==> src/rtl/pcfk_pkg.sv <==
// Package for the planar chain forward kinematics core: widths, tables,
// state types and saturating helpers. Depends on nothing.
`timescale 1ns / 1ps

package pcfk_pkg;

  localparam int MAX_JOINTS   = 64;
  localparam int ROTATE_STEPS = 16;

  // Count caps at the smaller of MAX_JOINTS-1 and 63
  localparam int COUNT_CAP = ((MAX_JOINTS - 1) < 63) ? (MAX_JOINTS - 1) : 63;
  localparam int STEP_W    = (ROTATE_STEPS > 1) ? $clog2(ROTATE_STEPS) : 1;

  // Rotator vector width: Q16.18 plus headroom for CORDIC growth
  localparam int VW = 40;

  localparam int IN_TDATA_W  = 152;
  localparam int OUT_TDATA_W = 72;

  // Configuration register indexes
  localparam logic CFG_ROOT_X = 1'b0;
  localparam logic CFG_ROOT_Y = 1'b1;

  // 1/K in Q0.30
  localparam logic signed [30:0] INV_GAIN_Q30 = 31'sd652032874;

  localparam logic [31:0] ATAN_TAB [32] = '{
    32'd536870912, 32'd316933406, 32'd167458907, 32'd85004756,
    32'd42667331,  32'd21354465,  32'd10679838,  32'd5340245,
    32'd2670163,   32'd1335087,   32'd667544,    32'd333772,
    32'd166886,    32'd83443,     32'd41721,     32'd20860,
    32'd10430,     32'd5215,      32'd2607,      32'd1303,
    32'd651,       32'd325,       32'd162,       32'd81,
    32'd40,        32'd20,        32'd10,        32'd5,
    32'd2,         32'd1,         32'd0,         32'd0
  };

  typedef enum logic [2:0] {
    ROT_IDLE,
    ROT_MULX,
    ROT_MULY,
    ROT_STEP,
    ROT_DONE
  } rot_state_t;

  typedef enum logic [2:0] {
    S_IDLE,
    S_OFS_GO,
    S_OFS_WAIT,
    S_JOINT_OUT,
    S_BONE_GO,
    S_BONE_WAIT,
    S_TIP_OUT
  } fk_state_t;

  typedef struct packed {
    logic               start;
    logic signed [31:0] x;
    logic signed [31:0] y;
    logic        [15:0] angle;
  } rot_req_t;

  typedef struct packed {
    logic busy;
    logic done;
  } rot_sts_t;

  // Saturate a rotator-width value to signed 32 bits
  function automatic logic signed [31:0] sat_vw(input logic signed [VW-1:0] v);
    logic [VW-32:0] top;
    top = v[VW-1:31];
    if (top == '0 || top == '1) begin
      return v[31:0];
    end
    return v[VW-1] ? 32'sh8000_0000 : 32'sh7FFF_FFFF;
  endfunction

  // Saturating signed 32-bit add
  function automatic logic signed [31:0] add_sat32(input logic signed [31:0] a,
                                                   input logic signed [31:0] b);
    logic signed [32:0] s;
    s = 33'(a) + 33'(b);
    if (s[32] != s[31]) begin
      return s[32] ? 32'sh8000_0000 : 32'sh7FFF_FFFF;
    end
    return s[31:0];
  endfunction

endpackage

==> src/rtl/pcfk_rotator.sv <==
// Shared rotation unit: one prescale multiplier and an iterative CORDIC.
// Depends on pcfk_pkg.
`timescale 1ns / 1ps

module pcfk_rotator (
  input  logic               clk,
  input  logic               rst_n,
  input  pcfk_pkg::rot_req_t req,
  output pcfk_pkg::rot_sts_t sts,
  output logic signed [31:0] rot_x,
  output logic signed [31:0] rot_y
);
  import pcfk_pkg::*;

  rot_state_t state_r, state_nxt;

  logic signed [31:0]   xin_r, yin_r;
  logic signed [VW-1:0] vx_r, vy_r;
  logic        [31:0]   z_r;
  logic                 neg_r;
  logic [STEP_W-1:0]    step_r;

  logic signed [31:0]   mul_a;
  logic signed [61:0]   prod;
  logic signed [33:0]   scaled34;
  logic signed [VW-1:0] scaled;
  logic        [4:0]    shamt;
  logic signed [VW-1:0] dx, dy;
  logic        [31:0]   z_start, z_biased;
  logic signed [VW-1:0] rnd_x, rnd_y;

  // Shared multiplier: x on the first pass, y on the second
  assign mul_a    = (state_r == ROT_MULY) ? yin_r : xin_r;
  assign prod     = 62'(mul_a) * 62'(INV_GAIN_Q30);
  assign scaled34 = prod[61:28];
  assign scaled   = neg_r ? -VW'(scaled34) : VW'(scaled34);

  assign shamt = 5'(step_r);
  assign dx    = vy_r >>> shamt;
  assign dy    = vx_r >>> shamt;

  assign z_start  = {req.angle, 16'h0000};
  assign z_biased = z_start + 32'h4000_0000;

  assign rnd_x = (vx_r + VW'(2)) >>> 2;
  assign rnd_y = (vy_r + VW'(2)) >>> 2;
  assign rot_x = sat_vw(rnd_x);
  assign rot_y = sat_vw(rnd_y);

  always_comb begin
    state_nxt = state_r;
    unique case (state_r)
      ROT_IDLE: if (req.start) state_nxt = ROT_MULX;
      ROT_MULX: state_nxt = ROT_MULY;
      ROT_MULY: state_nxt = ROT_STEP;
      ROT_STEP: if (step_r == STEP_W'(ROTATE_STEPS - 1)) state_nxt = ROT_DONE;
      ROT_DONE: state_nxt = ROT_IDLE;
      default:  state_nxt = ROT_IDLE;
    endcase
  end

  always_comb begin
    sts.busy = (state_r != ROT_IDLE);
    sts.done = (state_r == ROT_DONE);
  end

  always_ff @(posedge clk) begin
    if (!rst_n) begin
      state_r <= ROT_IDLE;
    end else begin
      state_r <= state_nxt;
    end
  end

  always_ff @(posedge clk) begin
    unique case (state_r)
      ROT_IDLE: begin
        if (req.start) begin
          xin_r  <= req.x;
          yin_r  <= req.y;
          step_r <= '0;
          // Angles in the back half-plane pre-rotate by half a turn
          neg_r  <= z_biased[31];
          z_r    <= z_biased[31] ? (z_start + 32'h8000_0000) : z_start;
        end
      end
      ROT_MULX: vx_r <= scaled;
      ROT_MULY: vy_r <= scaled;
      ROT_STEP: begin
        if (z_r[31]) begin
          vx_r <= vx_r + dx;
          vy_r <= vy_r - dy;
          z_r  <= z_r + ATAN_TAB[shamt];
        end else begin
          vx_r <= vx_r - dx;
          vy_r <= vy_r + dy;
          z_r  <= z_r - ATAN_TAB[shamt];
        end
        step_r <= step_r + 1'b1;
      end
      ROT_DONE: ;
      default: ;
    endcase
  end

endmodule

==> src/rtl/planar_chain_forward_kinematics_core.sv <==
// Top level of the planar chain forward kinematics core: joint sequencer,
// running pose, configuration and output register. Depends on pcfk_pkg
// and pcfk_rotator.
`timescale 1ns / 1ps

// Usage
//   in_*  : one joint per word, in chain order. in_tuser is first_joint
//           (restart from root_x/root_y with zero angle), in_tlast marks the
//           chain end. Limits are applied to the joint angle before it is
//           added to the running angle, lower limit first.
//   out_* : a joint word for every input word, plus a tip word (out_tlast
//           high) after a word marked last.
//   cfg_* : root_x at index 0, root_y at index 1; write only while idle.
// Sequence
//   Each joint takes two rotations through the one shared rotator: two
//   multiplier passes, ROTATE_STEPS CORDIC steps and a done state.
//   A new word is taken only once the sequencer is back in idle.
//   out_tvalid is registered from the joint state after the offset rotation
//   and from the tip state after the bone rotation; a stall can hold either.
// Reset and stall
//   Reset clears the root, the running pose and the joint count and drops
//   any pending output word. A stalled receiver holds the output register;
//   the sequencer then waits before writing the next result into it, while
//   a new input word is still taken whenever the sequencer is idle.

module planar_chain_forward_kinematics_core (
  input  logic                             clk,
  input  logic                             rst_n,
  // in_tdata, lowest bit up: offset_x[31:0], offset_y[63:32],
  // bone_length[95:64], joint_angle[111:96], has_min[112],
  // lo_limit[128:113], has_max[129], hi_limit[145:130], zero fill
  input  logic [pcfk_pkg::IN_TDATA_W-1:0]  in_tdata,
  input  logic                             in_tuser,  // first_joint
  input  logic                             in_tlast,  // chain_end
  input  logic                             in_tvalid,
  output logic                             in_tready,
  // out_tdata, lowest bit up: pos_x[31:0], pos_y[63:32],
  // joint_number[69:64], zero fill
  output logic [pcfk_pkg::OUT_TDATA_W-1:0] out_tdata,
  output logic                             out_tlast, // is_tip
  output logic                             out_tvalid,
  input  logic                             out_tready,
  input  logic                             cfg_we,
  input  logic                             cfg_index,
  input  logic [31:0]                      cfg_wdata
);
  import pcfk_pkg::*;

  fk_state_t state_r, state_nxt;

  logic signed [31:0] root_x_r, root_y_r;
  logic signed [31:0] run_x_r, run_y_r;
  logic        [15:0] run_angle_r;
  logic        [5:0]  joint_count_r;

  logic signed [31:0] ofs_x_r, ofs_y_r, bone_r;
  logic signed [15:0] ang_r;
  logic               last_r;

  logic [OUT_TDATA_W-1:0] out_tdata_r;
  logic                   out_tlast_r, out_tvalid_r;

  rot_req_t rot_req;
  rot_sts_t rot_sts;
  logic signed [31:0] rot_x, rot_y;

  // Input unpacking and limit clamp
  logic signed [15:0] in_angle, in_min, in_max, ang_lo, ang_clamped;
  logic               in_has_min, in_has_max;
  logic               in_accept, slot_free, out_load, count_adv;
  logic signed [31:0] sum_x, sum_y;

  assign in_angle   = in_tdata[111:96];
  assign in_has_min = in_tdata[112];
  assign in_min     = in_tdata[128:113];
  assign in_has_max = in_tdata[129];
  assign in_max     = in_tdata[145:130];

  assign ang_lo      = (in_has_min && (in_angle < in_min)) ? in_min : in_angle;
  assign ang_clamped = (in_has_max && (ang_lo > in_max)) ? in_max : ang_lo;

  assign in_accept = in_tvalid && in_tready;
  assign slot_free = !out_tvalid_r || out_tready;

  assign sum_x = add_sat32(run_x_r, rot_x);
  assign sum_y = add_sat32(run_y_r, rot_y);

  pcfk_rotator u_rotator (
    .clk   (clk),
    .rst_n (rst_n),
    .req   (rot_req),
    .sts   (rot_sts),
    .rot_x (rot_x),
    .rot_y (rot_y)
  );

  // Next state
  always_comb begin
    state_nxt = state_r;
    unique case (state_r)
      S_IDLE:      if (in_tvalid) state_nxt = S_OFS_GO;
      S_OFS_GO:    state_nxt = S_OFS_WAIT;
      S_OFS_WAIT:  if (rot_sts.done) state_nxt = S_JOINT_OUT;
      S_JOINT_OUT: if (slot_free) state_nxt = S_BONE_GO;
      S_BONE_GO:   state_nxt = S_BONE_WAIT;
      S_BONE_WAIT: if (rot_sts.done) state_nxt = S_TIP_OUT;
      S_TIP_OUT:   if (!last_r || slot_free) state_nxt = S_IDLE;
      default:     state_nxt = S_IDLE;
    endcase
  end

  // Control outputs
  always_comb begin
    in_tready     = 1'b0;
    rot_req.start = 1'b0;
    rot_req.x     = ofs_x_r;
    rot_req.y     = ofs_y_r;
    rot_req.angle = run_angle_r;
    out_load      = 1'b0;
    count_adv     = 1'b0;
    unique case (state_r)
      S_IDLE:      in_tready = 1'b1;
      S_OFS_GO:    rot_req.start = 1'b1;
      S_OFS_WAIT:  ;
      S_JOINT_OUT: out_load = slot_free;
      S_BONE_GO: begin
        rot_req.start = 1'b1;
        rot_req.x     = bone_r;
        rot_req.y     = '0;
      end
      S_BONE_WAIT: begin
        rot_req.x = bone_r;
        rot_req.y = '0;
      end
      S_TIP_OUT: begin
        out_load  = last_r && slot_free;
        count_adv = !last_r || slot_free;
      end
      default: ;
    endcase
  end

  // Control registers
  always_ff @(posedge clk) begin
    if (!rst_n) begin
      state_r       <= S_IDLE;
      root_x_r      <= '0;
      root_y_r      <= '0;
      run_x_r       <= '0;
      run_y_r       <= '0;
      run_angle_r   <= '0;
      joint_count_r <= '0;
      out_tvalid_r  <= 1'b0;
    end else begin
      state_r <= state_nxt;

      if (cfg_we) begin
        unique case (cfg_index)
          CFG_ROOT_X: root_x_r <= cfg_wdata;
          CFG_ROOT_Y: root_y_r <= cfg_wdata;
          default: ;
        endcase
      end

      // Restart the chain at the root
      if (in_accept && in_tuser) begin
        run_x_r       <= root_x_r;
        run_y_r       <= root_y_r;
        run_angle_r   <= '0;
        joint_count_r <= '0;
      end

      // Joint position, then turn by the clamped joint angle
      if (state_r == S_JOINT_OUT && slot_free) begin
        run_x_r     <= sum_x;
        run_y_r     <= sum_y;
        run_angle_r <= run_angle_r + ang_r;
      end

      // Advance along the bone; the count moves once per joint
      if (state_r == S_TIP_OUT && count_adv) begin
        run_x_r <= sum_x;
        run_y_r <= sum_y;
        if (joint_count_r < 6'(COUNT_CAP)) begin
          joint_count_r <= joint_count_r + 1'b1;
        end
      end

      if (out_load) begin
        out_tvalid_r <= 1'b1;
      end else if (out_tready) begin
        out_tvalid_r <= 1'b0;
      end
    end
  end

  // Payload registers
  always_ff @(posedge clk) begin
    if (in_accept) begin
      ofs_x_r <= in_tdata[31:0];
      ofs_y_r <= in_tdata[63:32];
      bone_r  <= in_tdata[95:64];
      ang_r   <= ang_clamped;
      last_r  <= in_tlast;
    end
    if (out_load) begin
      out_tdata_r <= {2'b00, joint_count_r, sum_y, sum_x};
      out_tlast_r <= (state_r == S_TIP_OUT);
    end
  end

  assign out_tdata  = out_tdata_r;
  assign out_tlast  = out_tlast_r;
  assign out_tvalid = out_tvalid_r;

  // A new result never lands on a word the receiver has not taken
  a_no_overwrite: assert property (@(posedge clk) disable iff (!rst_n)
    out_load |-> (!out_tvalid_r || out_tready))
    else $error("output word overwritten");

  // The sequencer only takes a word while the rotator is free
  a_idle_rot_free: assert property (@(posedge clk) disable iff (!rst_n)
    in_tready |-> !rot_sts.busy)
    else $error("input taken while rotator busy");

  // Rotator completion is only seen while the sequencer waits for it
  a_done_in_wait: assert property (@(posedge clk) disable iff (!rst_n)
    rot_sts.done |-> (state_r == S_OFS_WAIT || state_r == S_BONE_WAIT))
    else $error("rotator done outside a wait state");

  // A start always reaches an idle rotator
  a_start_idle: assert property (@(posedge clk) disable iff (!rst_n)
    rot_req.start |-> !rot_sts.busy)
    else $error("rotator started while busy");

endmodule
==> config.mk <==
export PLATFORM = sky130hd
export DESIGN_NAME = planar_chain_forward_kinematics_core
export DESIGN_NICKNAME = d
export VERILOG_FILES = /design/src/rtl/pcfk_pkg.sv /design/src/rtl/pcfk_rotator.sv /design/src/rtl/planar_chain_forward_kinematics_core.sv
export SDC_FILE = /design/constraint.sdc
export NUM_CORES = 2
export LEC_CHECK = 0
export BUFFER_PORTS_ARGS = -buffer_cell sky130_fd_sc_hd__buf_2
export CAP_MARGIN = 15
export CORE_UTILIZATION = 35
export DETAILED_ROUTE_END_ITERATION = 12
export GPL_ROUTABILITY_DRIVEN = 1
export PLACE_DENSITY = 0.49
export SLEW_MARGIN = 20
export SYNTH_ARGS = -nofsm -noshare
export SYNTH_HDL_FRONTEND = slang
export SYNTH_HIERARCHICAL = 1
export SYNTH_SLANG_ARGS = --single-unit
==> constraint.sdc <==
create_clock -name clk -period 20.9 [get_ports clk]
set_input_delay 1.045 -clock clk [delete_from_list [all_inputs] [get_ports clk]]
set_output_delay 1.045 -clock clk [all_outputs]
set_load 0.02 [all_outputs]
# Yosys cells after proc, flatten, opt, wreduce, memory -nomap -nowiden
# Memories as Yosys holds them, arrays and structs flattened.
# Cells that the tools add are included.
[op_classes] addsub=16 muxes=59 magnitude_cmp=4 n_shift=2 n_reduce_logical=31 bitwise=2 eq_ne=22 mul=1
[op_table] op="32-bit two-way mux" count=24
[op_table] op="40-bit case mux with 2 select lines" count=2
[op_table] op="40-bit two-way mux" count=3
[op_table] op="40-bit by 3-bit adder with 40-bit output, second input constant" count=2
[op_table] op="40-bit adder" count=2
[op_table] op="40-bit by 4-bit >>> shifter with 40-bit output" count=2
[op_table] op="40-bit subtractor" count=2
[op_table] op="32-bit by 32-bit adder with 33-bit output" count=2
[op_table] op="16-bit two-way mux" count=4
[op_table] op="64-bit two-way mux" count=1
[op_table] op="32-bit case mux with 2 select lines" count=1
[op_table] op="32-bit by 30-bit multiplier with 61-bit output, second input constant" count=1
[op_table] op="34-bit negation with 40-bit output" count=1
[op_table] op="32-bit by 31-bit adder with 32-bit output, second input constant" count=1
[op_table] op="32-bit adder" count=1
[op_table] op="32-bit adder, second input constant" count=1
[op_table] op="32-bit subtractor" count=1
[op_table] op="3-bit two-way mux" count=7
[op_table] op="3-bit case mux with 7 select lines" count=1
[op_table] op="9-bit == test, second input constant" count=2
[op_table] op="9-bit logical NOT" count=2
[op_table] op="6-bit two-way mux" count=3
[op_table] op="16-bit adder" count=1
[op_table] op="16-bit greater-than comparator" count=1
[op_table] op="28 further kinds" count=69
[totals] n_memories=1 out_inout_bits=75 reg_bits=522 mem_bits_ro=1024 inputBits=192 word_cells=161
[memory_table] name="(no name shown)" depth=32 word_bits=32 read_ports=1 rd_clocked_by_memory_dff=0 wr=0 line_no="pcfk_rotator.sv:93" rtl="z_r <= z_r + ATAN_TAB[shamt];"

# Logic depth before layout (Yosys ltp)
[depth] depth_word=11 ltp_mapped=40 mapped_depth_nobuf=37

# By module
# Netlist, hierarchy kept.
[by_module_without_submodules] module="pcfk_rotator" instances=1 area_per_inst_um2=40958.0 seq_area_each_um2=5495.3 cells_per_inst=4557
[by_module_without_submodules] module="planar_chain_forward_kinematics_core" instances=1 area_per_inst_um2=18566.6 seq_area_each_um2=8608.3 cells_per_inst=1865

# Least setup slack after synthesis
# No wires, ideal clock.
[synth_timing] path_type="register to register" start="register u_rotator.state_r[1]" end="register u_rotator.vx_r[32] (data pin)" n_path_buf=2 period_less_slack_ns=10.986 t_arrival_ns=10.828 t_required_ns=20.742 setup_ns=0.158 slack_ns=9.914 path_stages_with_launch=34 cell_sequence="dfxtp_1 nor2b_1 clkbuf_1 nor2b_1 buf_1 mux2i_1 inv_1 ha_1 inv_1 fa_1 inv_1 fa_1 inv_1 fa_1 inv_1 fa_1 fa_1 fa_1 inv_1 fa_1 inv_1 ha_1 nand4_1 or3_1 or4_1 a21o_1 o221a_2 a21oi_4 mux2i_1 o211ai_2 or4_4 o41a_1 a211o_1 o211ai_1"
[synth_between] elab_chain_len=6 elab_cells_between_ends=8 cone_classes="1 x add/sub; 1 x mul; 3 x eq/ne; 3 x mux"
[synth_rtl] item="start, declared" line_no="pcfk_rotator.sv:15" rtl="rot_state_t state_r, state_nxt;"
[synth_rtl] item="start signal, assigned" line_no="pcfk_rotator.sv:71" rtl="state_r <= state_nxt;"
[synth_rtl] item="3-bit by 2-bit == test with 1-bit output" line_no="pcfk_rotator.sv:33" rtl="assign mul_a = (state_r == ROT_MULY) ? yin_r : xin_r;"
[synth_rtl] item="32-bit two-way mux" line_no="pcfk_rotator.sv:33"
[synth_rtl] item="32-bit by 30-bit multiplier with 61-bit output" line_no="pcfk_rotator.sv:34" rtl="assign prod = 62'(mul_a) * 62'(INV_GAIN_Q30);"
[synth_rtl] item="34-bit negation with 40-bit output" line_no="pcfk_rotator.sv:36" rtl="assign scaled = neg_r ? -VW'(scaled34) : VW'(scaled34);"
[synth_rtl] item="40-bit two-way mux" line_no="pcfk_rotator.sv:36"
[synth_rtl] item="40-bit case mux with 2 select lines *" line_no="pcfk_rotator.sv:76" rtl="unique case (state_r)"
[synth_rtl] item="end signal, assigned" line_no="pcfk_rotator.sv:87" rtl="ROT_MULX: vx_r <= scaled;"
[synth_rtl] item="end signal, assigned" line_no="pcfk_rotator.sv:91" rtl="vx_r <= vx_r + dx;"
[synth_rtl] item="end signal, assigned" line_no="pcfk_rotator.sv:95" rtl="vx_r <= vx_r - dx;"
[synth_rtl] item="end, declared" line_no="pcfk_rotator.sv:18" rtl="logic signed [VW-1:0] vx_r, vy_r;"
# Every way passes the cells marked *; elsewhere a longest branch is shown, timed or not.
# A chain may end at the register's enable or synchronous reset.

# Worst setup path in the final report
[layout_timing] start="register u_rotator.state_r[1]" end="register u_rotator.vx_r[28] (data pin)"
# Same word-level chain as after synthesis.

==> results.md <==
- Critical path launch point type: flop
- Hold Crit Class: flop to flop
- H-Tree Depth: 3
- Post-DP HPWL: 152000 um
- Worst-Margin Slew: ~1000 ps
- Crit end category: flop
- Fin crit period: 12900 ps
- Multi-input gate area in the final layout: 41200 um^2
- Number of global-route vias before repair: 47200
- TritonCTS buffer count: 69
- Post-CTS Setup Repair Bufs: 0
- Chip width: roughly 410 um
- Global Route Usage Sum: 21.5%
- RSZ-0062 raised after global routing: false
- Met3 usage: 2.44%
- Fin Setup TNS: 0 ps
- Grt ovf: 0
- Final Slew Violations: 0
- Fill cells: 16900
- Top Usage Layer GRT: met2
- Fin crit share: between 60% and 70%
- Main synth FF type: edfxtp_1
- Final WL: around 190000 um
- IO Pins: between 200 and 300
- Post-CTS Resized: 0
- Cts hold-fix bufs: 0
- GR Util met1: between 20 and 30%
- Final hold vios: 0
- Clock buffer depth: 3
- Initial antenna violation count: 5
- Required @ worst endpoint: 21290 ps
- Worst-path clk slew: around 50 ps
- Synthesized cell area: a little under 60000 um^2
- Share of cells above drive strength 1: 10.7%
- Global-route wire length before repair: 286000 um
- WP data arrival: ~13000 ps
- Core Box Area: roughly 170000 um^2
- Commonest non-fill, non-tap cell in the layout: inv_1
- Final Skew: approximately 67 ps
- CP max stage delay: between 700 and 800 ps
- Die Span Y: roughly 410 um
- Hold path start: root_x_r[25]
- Vias per cell: 5.34
- Via count: about 47000
- Wirelength per Cell: about 21 um
- 1st-iter DRT viols: about 2700
- CTS root buffer: clkbuf_16
- Top cell by count, worst path: inv_1
- Slowest-stage cell, CP: o21ai_0
- Post-synth cell types: approximately 110
- Fmax: ~78 MHz
- Critical path fanouts, max: 46
- Critical path startpoint: u_rotator/state_r[1]
- Post-synth EDFFs: approximately 370
- Initial core utilization: a little over a third
- GRT met2 Usage: about 37%
- Register Area: about 14000 um^2
- Post-DRT Antenna Nets: 0
- Most frequent cells in the layout: inv_1, nand2_1, ha_1
- Pre-antenna DRT Iters: 5
- Async S/R FF share, synth: 0%
- Number of setup violations in the final report: 0
- Floorplan row count: 150
- Synth Instances: about 6400
- Post-synthesis sequential area ratio: between 20% and 30%
- Clk sinks: approximately 520
- Worst skew pair latency: 720 ps
- WHS: roughly 470 ps
- Max_cap viols: 0
- Largest net degree at the start of global routing: 86
- Avg Cell Area, Syn: ~9 um^2
- Nets: 7724
- CP Class: flop to flop
- CTS tree: done
- Port Buffers: 258
- Outcome: finished, final reports clean
- DIE AREA: ~170000 um^2
- Worst rel slew slack: between 30% and 40%
- Synthesis-stage register bit count: between 500 and 600
- Routability cong.: roughly 0.94
- Synthesis Warnings: 6
- DRC: 0
- R2r startpoint: u_rotator/state_r[1]
- Area grow syn2layout: 9.89%
[metal layers]
metal	routed length, um	vias to the layer above
met4	6560	0
met2	90700	1079
li1	-	22700
met3	7300	252
met1	82800	23000
met5	0	-
[flip-flops by register name, summed over array words and instances (netlist names), 32 cells and up]
signal	flops
run_x_r	32
ofs_y_r	32
u_rotator/z_r	32
root_x_r	32
out_tdata	70
bone_r	32
u_rotator/vy_r	40
u_rotator/xin_r	32
run_y_r	32
root_y_r	32
u_rotator/vx_r	40
u_rotator/yin_r	32
ofs_x_r	32
[layout make-up]
type                    instances  share of cell area (%)
clock inverters                38                   0.706
well taps                    2204                    4.22
diodes                          1                 0.00383
flip-flops and latches        522                    21.6
repair buffers                308                    2.57
clock buffers                  86                    2.93
multi-input cells            4780                    63.1
inverters                     865                    4.96
[cells in the mapped netlist (all sizes together) (158+ instances only)]
library cell / count / share of area (%)
a21oi: 416 / 3.5
nand2: 593 / 3.7
clkbuf: 196 / 1.2
xor2: 229 / 3.4
nor2: 279 / 1.8
fa: 418 / 14
inv: 863 / 5.4
a21o: 158 / 2.0
o21ai: 317 / 2.8
edfxtp: 365 / 18
xnor2: 281 / 4.1
ha: 568 / 12
[path summary, 6_finish.rpt]
kind | endpoint | slack [ps] | cells after the start
worst max-delay path | u_rotator/vx_r[28] | 8000 | 36
worst min-delay path | root_x_r[25] | 470 | 2
worst min register to register | root_x_r[25] | 470 | 2
worst max register to register | u_rotator/vx_r[28] | 8000 | 36
[worst max-delay path, delay by kind of cell (launching register included)]
family,cells,cell delay (ps)
adders and majority gates,10,4220
and+or+nand+nor,7,2470
AOI/OAI and AO/OA,5,1940
DFF,1,430
buffers and inverters,10,1680
muxes,1,680
xor gates and xnor gates,3,1100
[logic make-up after synthesis]
logic type | after synthesis | share of synthesized area [%]
simple gates | 1522 | 12.2
compound gates | 1501 | 16.7
fa+ha+maj | 986 | 26.0
flops | 522 | 23.7
mux | 259 | 6.70
buf+inv | 1121 | 7.24
xor+xnor | 510 | 7.50
other cells | 1 | 0.00630
[per-stage QoR]
stage	utilization (%)	cell area [um^2]	worst slack, ps	std cells
after global placement	37.5	63000	8090	8679
after floorplan	-	59500	9910	6423
final	38.9	65400	8000	8804
after CTS	38.9	65400	8020	8803
after detailed placement	37.5	63000	8080	8679
after global routing	38.9	65400	7400	8803
Power is left out: the tool's default activity adds up to more than one toggle a clock period on the data nets, which glitch-free logic cannot reach.
